File: src/rtl/qltu_pkg.sv
// ----------------------------------------------------------------------------
// qltu_pkg
// Shared types, constants and helpers for the Q-table update core.
// ----------------------------------------------------------------------------
package qltu_pkg;

    // Grid geometry defaults
    localparam int unsigned GRID_ROWS_DEF = 16;
    localparam int unsigned GRID_COLS_DEF = 16;
    localparam int unsigned NUM_ACTIONS   = 4;
    localparam int unsigned ACT_W         = 2;
    localparam int unsigned COORD_W       = 4;
    localparam int unsigned VAL_W         = 32;
    localparam int unsigned RATE_W        = 16;

    // Intermediate widths of the update arithmetic
    localparam int unsigned GPROD_W = RATE_W + 1 + VAL_W;   // gamma * maxQ
    localparam int unsigned G_W     = GPROD_W - 16;         // floor(gamma*maxQ / 2^16)
    localparam int unsigned D_W     = VAL_W + 2;            // reward + g - q
    localparam int unsigned APROD_W = RATE_W + 1 + D_W;     // alpha * d
    localparam int unsigned DELTA_W = APROD_W - 16;         // floor(alpha*d / 2^16)
    localparam int unsigned NV_W    = DELTA_W + 1;          // q + delta

    // Stream packing
    localparam int unsigned S_TDATA_W = 56;
    localparam int unsigned M_TDATA_W = 72;

    // Configuration register map
    localparam int unsigned PADDR_W = 3;
    localparam logic [0:0]  REG_LEARN_RATE = 1'b0;
    localparam logic [0:0]  REG_DISCOUNT   = 1'b1;
    localparam logic [RATE_W-1:0] LEARN_RATE_RST = 16'd6554;
    localparam logic [RATE_W-1:0] DISCOUNT_RST   = 16'd58982;

    // Item opcodes
    localparam logic OP_UPDATE = 1'b0;
    localparam logic OP_SELECT = 1'b1;

    typedef logic signed [VAL_W-1:0] qval_t;

    typedef enum logic [2:0] {
        ST_CLEAR,
        ST_IDLE,
        ST_MAX,
        ST_GMUL,
        ST_DIFF,
        ST_AMUL,
        ST_DONE
    } state_t;

    // Load strobes from the sequencer to the arithmetic stages
    typedef struct packed {
        logic ld_best;
        logic ld_gq;
        logic ld_diff;
        logic ld_prod;
    } arith_ctrl_t;

    // Pin a coordinate beyond the grid to the last row or column
    function automatic logic [COORD_W-1:0] clamp_coord(input logic [COORD_W-1:0] v,
                                                       input int unsigned lim);
        logic [COORD_W-1:0] res;
        if (int'(v) >= int'(lim)) begin
            res = COORD_W'(lim - 1);
        end else begin
            res = v;
        end
        return res;
    endfunction

endpackage

File: src/rtl/qltu_arith.sv
// ----------------------------------------------------------------------------
// qltu_arith
// Arithmetic stages: first-maximum search over one cell, gamma multiply,
// temporal difference, alpha multiply and saturating accumulate.
// ----------------------------------------------------------------------------
module qltu_arith
    import qltu_pkg::*;
(
    input  logic                aclk,
    input  arith_ctrl_t         ctrl,
    input  qval_t               rd_data [NUM_ACTIONS],
    input  logic [ACT_W-1:0]    act,
    input  qval_t               reward,
    input  logic [RATE_W-1:0]   learn_rate,
    input  logic [RATE_W-1:0]   discount,
    output logic [ACT_W-1:0]    best_action,
    output qval_t               best_value,
    output qval_t               new_value,
    output logic                saturated
);

    logic [ACT_W-1:0]         ba_reg, ba_next;
    qval_t                    bv_reg, bv_next;
    qval_t                    q_reg;
    logic signed [G_W-1:0]    g_reg;
    logic signed [D_W-1:0]    d_reg, d_next;
    logic signed [DELTA_W-1:0] delta_reg;
    logic signed [GPROD_W-1:0] g_prod;
    logic signed [APROD_W-1:0] a_prod;
    logic signed [NV_W-1:0]   nv;

    // First maximum wins: only a strictly larger value replaces the best
    always_comb begin
        ba_next = '0;
        bv_next = rd_data[0];
        for (int i = 1; i < NUM_ACTIONS; i++) begin
            if (rd_data[i] > bv_next) begin
                bv_next = rd_data[i];
                ba_next = ACT_W'(i);
            end
        end
    end

    assign g_prod = $signed({1'b0, discount}) * bv_reg;
    assign d_next = $signed({{(D_W-VAL_W){reward[VAL_W-1]}}, reward})
                  + $signed({{(D_W-G_W){g_reg[G_W-1]}}, g_reg})
                  - $signed({{(D_W-VAL_W){q_reg[VAL_W-1]}}, q_reg});
    assign a_prod = $signed({1'b0, learn_rate}) * d_reg;

    // Stage registers, loaded one step at a time by the sequencer
    always_ff @(posedge aclk) begin
        if (ctrl.ld_best) begin
            ba_reg <= ba_next;
            bv_reg <= bv_next;
        end
        if (ctrl.ld_gq) begin
            g_reg <= g_prod[GPROD_W-1:16];
            q_reg <= rd_data[act];
        end
        if (ctrl.ld_diff) begin
            d_reg <= d_next;
        end
        if (ctrl.ld_prod) begin
            delta_reg <= a_prod[APROD_W-1:16];
        end
    end

    // Accumulate and clip to the 32-bit range
    assign nv = $signed({{(NV_W-VAL_W){q_reg[VAL_W-1]}}, q_reg})
              + $signed({delta_reg[DELTA_W-1], delta_reg});

    always_comb begin
        saturated = 1'b0;
        new_value = nv[VAL_W-1:0];
        if (nv[NV_W-1:VAL_W-1] != {(NV_W-VAL_W+1){nv[NV_W-1]}}) begin
            saturated = 1'b1;
            new_value = nv[NV_W-1] ? {1'b1, {(VAL_W-1){1'b0}}} : {1'b0, {(VAL_W-1){1'b1}}};
        end
    end

    assign best_action = ba_reg;
    assign best_value  = bv_reg;

endmodule

File: config.mk
export PLATFORM = sky130hd
export DESIGN_NAME = qltu_arith
export DESIGN_NICKNAME = d
export VERILOG_FILES = /design/src/rtl/qltu_pkg.sv /design/src/rtl/qltu_arith.sv
export SDC_FILE = /design/constraint.sdc
export NUM_CORES = 2
export LEC_CHECK = 0
export ABC_AREA = 1
export ABC_CLOCK_PERIOD_IN_PS = 7000
export BUFFER_PORTS_ARGS = -buffer_cell sky130_fd_sc_hd__buf_2
export CORE_MARGIN = 3
export CORE_UTILIZATION = 35
export DETAILED_ROUTE_END_ITERATION = 16
export GPL_TIMING_DRIVEN = 1
export SETUP_SLACK_MARGIN = 0.02
export SLEW_MARGIN = 20
export SYNTH_ARGS = -nofsm -noshare
export SYNTH_HDL_FRONTEND = slang
export SYNTH_SLANG_ARGS = --single-unit
File: constraint.sdc
create_clock -name aclk -period 7 [get_ports aclk]
set_clock_uncertainty 0.2 [all_clocks]
set_input_delay 1.05 -clock aclk [delete_from_list [all_inputs] [get_ports aclk]]
set_output_delay 1.05 -clock aclk [all_outputs]
set_load 0.05 [all_outputs]
### After elaboration in Yosys (flattened, before gate mapping)

Cells that the tools add are included.

* add/subtract/negate cells: 3
* multipliers: 2
* div/mod/pow operators: 0
* magnitude comparators: 4
* equal/unequal tests: 1
* shifts and indexed selects: 0
* multiplexer cells: 11
* bitwise operators: 1
* reduce and logical (&&, ||, !) cells: 1

Operator list (number)
* $mux 32: 7
* $gt 32x32->1: 3
* $bmux 32 s2: 1
* $mul 17x34->51: 1
* $mul 17x32->49: 1
* $add 32x35->36: 1
* $add 32x33->34: 1
* $sub 34x32->34: 1
* $ne 4x4->1: 1
* $ge 3x3->1 const B: 1
* $mux 1: 3
* $not 2->3: 1
* $reduce_or 2->1: 1

* register bits after elaboration: 168
* latch bits: 0
* RAM bits: 0
* ROM bits: 0
* memories kept: 0

### Depth between registers and ports, before layout

* depth after elaboration: 6
* depth in mapped cells: 46

### Worst setup path after synthesis

Ideal clock, no wire load.

* path kind: input to register
* start: in learn_rate[2]
* end: reg delta_reg[28] (data pin)
* data arrival time: 6.677 ns
* path slack: -0.135 ns
* cell stages on the path: 27
* buffers on the path: 2
* path through: clkbuf_1 > clkbuf_1 > nand2_1 > fa_1 > inv_1 > fa_1 > inv_1 > fa_1 > inv_1 > fa_1 > inv_1 > fa_1 > inv_1 > fa_1 > ha_1 > a21oi_1 > nor2_1 > a211oi_1 > inv_1 > a21oi_1 > o21ai_0 > a21boi_0 > o21ai_0 > nand2_1 > nand2_1 > a21oi_1 > xnor2_1

* cells in the longest elaborated chain, start to end: 1

RTL lines
* start: declaration: RTL line qltu_arith.sv:14 `input logic [RATE_W-1:0] learn_rate,`
* $mul 17x34->51: RTL line qltu_arith.sv:48 `assign a_prod = $signed({1'b0, learn_rate}) * d_reg;`
* named net a_prod[44]: RTL line qltu_arith.sv:29 `logic signed [APROD_W-1:0] a_prod;`
* end signal: assignment: RTL line qltu_arith.sv:64 `delta_reg <= a_prod[APROD_W-1:16];`
* end: declaration: RTL line qltu_arith.sv:27 `logic signed [DELTA_W-1:0] delta_reg;`

The timed path passes the listed nets, and every way through them passes these cells.
A chain may end at the register's enable or synchronous reset.

### Worst setup path in the final report

* start: in rd_data[120] (netlist bit)
* end: reg bv_reg[8] (netlist: best_value[8]) (data pin)

* cells in the longest elaborated chain, start to end: 6

RTL lines
* start: declaration: RTL line qltu_arith.sv:11 `input qval_t rd_data [NUM_ACTIONS],`
* $gt 32x32->1: RTL line qltu_arith.sv:37 `if (rd_data[i] > bv_next) begin`
* $mux 32 *: RTL line qltu_arith.sv:37
* $gt 32x32->1: RTL line qltu_arith.sv:37
* $mux 32 *: RTL line qltu_arith.sv:37
* $gt 32x32->1: RTL line qltu_arith.sv:37
* $mux 32 *: RTL line qltu_arith.sv:37
* named net bv_next[8]: RTL line qltu_arith.sv:23 `qval_t bv_reg, bv_next;`
* end signal: assignment: RTL line qltu_arith.sv:54 `bv_reg <= bv_next;`
* end: declaration: RTL line qltu_arith.sv:23

The timed path passes the listed nets; every way through them passes the cells marked *.

==> results.sh <==
export IMPL_status="finished, final reports clean"
export IMPL_synthDistinctLibCells=50
export IMPL_path_class="in2reg"
export IMPL_synth_seq_cells=168
export IMPL_cp_required_ns=7.02
export IMPL_drive_gt1_share_pct=18.1
export IMPL_viasPerCell=4.82
export IMPL_synthCells=6422
export IMPL_gp_congestion=0.977
export IMPL_coreArea_mm2=0.144
export IMPL_cts_buffer_depth=2
export IMPL_path_clk_slew_ns=0.08
export IMPL_worst_setup_path_start_kind="input port"
export IMPL_n_fill_cell=14400
export IMPL_tritoncts_num_buffers=17
export IMPL_globalRouteOverflowTotal=0
export IMPL_place_hpwl_um=152000
export IMPL_cp_slowest_cell="a221oi_2"
export IMPL_finalCritPeriodShare_pct=98.7
export IMPL_synth_yosys_warnings=0
export IMPL_grt_pass1_wl_um=265000
export IMPL_finalNetCount=8783
export IMPL_yosysTopAreaCell="fa_1"
export IMPL_synthArstFlopShare_pct=0
export IMPL_pin_count=266
export IMPL_critPathArrivalTime_ns=6.93
export IMPL_syn2layout_area_growth_pct=21.2
export IMPL_initial_core_util_pct=35.4
export IMPL_hold_buffers=0
export IMPL_post_drt_wl_per_cell_um=19.1
export IMPL_clk_latency_ns=0.46
export IMPL_max_freq_mhz=145
export IMPL_hold_viol_final=0
export IMPL_tightestPinTransition_ns=0.999
export IMPL_synthesis_area_mm2=0.0511
export IMPL_dr_pass1_iters=5
export IMPL_synthTopCellsByArea="fa_1, inv_1, nand2_1"
export IMPL_fin_crit_ns=6.91
export IMPL_final_common_cell="inv_1"
export IMPL_port_buffers=265
export IMPL_clock_sinks=168
export IMPL_avgSynthCellArea_um2=7.96
export IMPL_grt_pass1_vias=45600
export IMPL_drt_wl_total_um=173000
export IMPL_drt_initial_drc_count=3432
export IMPL_cp_max_fo=8
export IMPL_largest_reg_flops=35
export IMPL_globalRouteTotalUtil_pct=22.9
export IMPL_setup_viol=0
export IMPL_die_y_um=388
export IMPL_maxSlewHeadroom_pct=32.7
export IMPL_htreeDepth=4
export IMPL_syn_nets=8054
export IMPL_fp_dieW_um=388
export IMPL_fin_hold_ws_ns=0.724
export IMPL_dieArea_mm2=0.151
export IMPL_num_vias=43700
export IMPL_detail_route_antenna_nets=0
export IMPL_design_area_mm2=0.0620
export IMPL_critPathMaxStageDelay_ns=0.38
export IMPL_rsz0062_at_grt="yes"
export IMPL_report_final_slew_viol_count=0
export IMPL_setup_worst_path_end_class="register"
export IMPL_synth_top_area_share_pct=40.6
export IMPL_place_area_mm2=0.0593
export IMPL_ys_seq_area_share_pct=9.87
export IMPL_rows=139
export IMPL_synth_edf_count=168
export IMPL_cp_common_cell="nand2_2"
export IMPL_maxCapViolations=0
export IMPL_antenna_found_initial=21
export IMPL_drcViolationCount=0
export IMPL_layout_common_cells="inv_1, nand2_1, fa_1"
export IMPL_cts_tree="built"
export IMPL_hold_path_class="reg2reg"
export IMPL_synth_ff_type="edfxtp_1"
export IMPL_cts_root_buf="clkbuf_16"
export IMPL_grt_max_degree=66
metrics by stage:
stage / setup slack (ns) / TNS, ns / utilization [%] / cells
floorplan: 0.0380 / 0 / - / 6422
global route: -0.240 / -6.97 / 42.9 / 9068
finish: 0.0910 / 0 / 42.9 / 9074
detailed placement: -0.908 / -47.11 / 41.1 / 9001
global placement: -0.760 / -38.62 / 41.1 / 9001
CTS: 0.0314 / 0 / 41.6 / 9033
layer usage:
metal | global-route usage [%] | up-vias | wire, um
met4 | 4.51 | 2 | 3570
met3 | 6.62 | 189 | 18400
met1 | 31.4 | 21700 | 73900
met2 | 36.0 | 1614 | 77300
met5 | 0 | - | 12
li1 | - | 20200 | -
critical path, delay by kind of cell:
| family | cells | cell delay, ns |
|---|---|---|
| compound gates | 5 | 1.06 |
| buf+inv | 8 | 1.06 |
| simple gates | 22 | 2.93 |
| fa+ha+maj | 3 | 0.81 |
synthesized netlist by cell type, types with 2 or more instances:
library cell and instances:
o21ai_2 3, a21o_1 10, xor2_1 83, a31oi_1 23, nor4_1 8, o21ai_0 237, nand2_1 1523, nand3_2 2
o2111ai_1 3, o211ai_1 15, buf_1 3, o21ai_1 28, buf_2 11, o221ai_1 7, o21bai_1 7, nor3_1 12
inv_1 1856, nand2_2 2, and3_1 2, xnor2_1 69, o31ai_1 5, buf_6 3, o21a_1 10, nand3_4 2
fa_1 1036, ha_1 397, a221oi_1 4, nand3_1 83, a211oi_1 10, a21boi_0 6, nor2_1 169, edfxtp_1 168
a21boi_1 6, nand4_1 62, clkbuf_1 274, a21oi_1 269
worst paths after layout:
check / start / end / slack (ns) / cells after the start
worst min-delay path: g_reg[0]$_DFFE_PP_ / d_reg[0]$_DFFE_PP_ / 0.72 / 4
worst min register to register: g_reg[0]$_DFFE_PP_ / d_reg[0]$_DFFE_PP_ / 0.72 / 4
worst max register to register: d_reg[7]$_DFFE_PP_ / delta_reg[34]$_DFFE_PP_ / 0.32 / 25
worst max-delay path: rd_data[120] / best_value[8]$_DFFE_PP_ / 0.09 / 38
repair_timing:
action | CTS | global route
gates resized for setup | 27 | 399
hold endpoints to repair | 0 | 0
endpoints found under the setup margin | 49 | 91
pin swaps | 0 | 116
cloned | 0 | 8
setup buffers | 0 | 27
area by class of cell:
class	instances	area (um^2)	share of cell area (%)
antenna	7	17.5	0.0283
clock buffer	17	425	0.687
sequential	168	5040	8.14
multi-input combinational	4106	39300	63.5
clock inverter	15	190	0.307
tap	1903	2380	3.84
timing repair buffer	1001	7570	12.2
inverter	1857	6990	11.3
kinds of logic (layout without fill, tap and decap cells):
group,Yosys count,after routing,synth area share [%]
compound gates,647,647,6.88
xor+xnor,152,152,2.60
fa+ha+maj,1433,1433,50.3
buf+inv,2148,2890,15.8
flops,168,168,9.87
other cells,0,7,0
simple gates,1874,1874,14.5
Power is left out: the tool's default activity adds up to more than one toggle a clock period on the data nets, which glitch-free logic cannot reach.
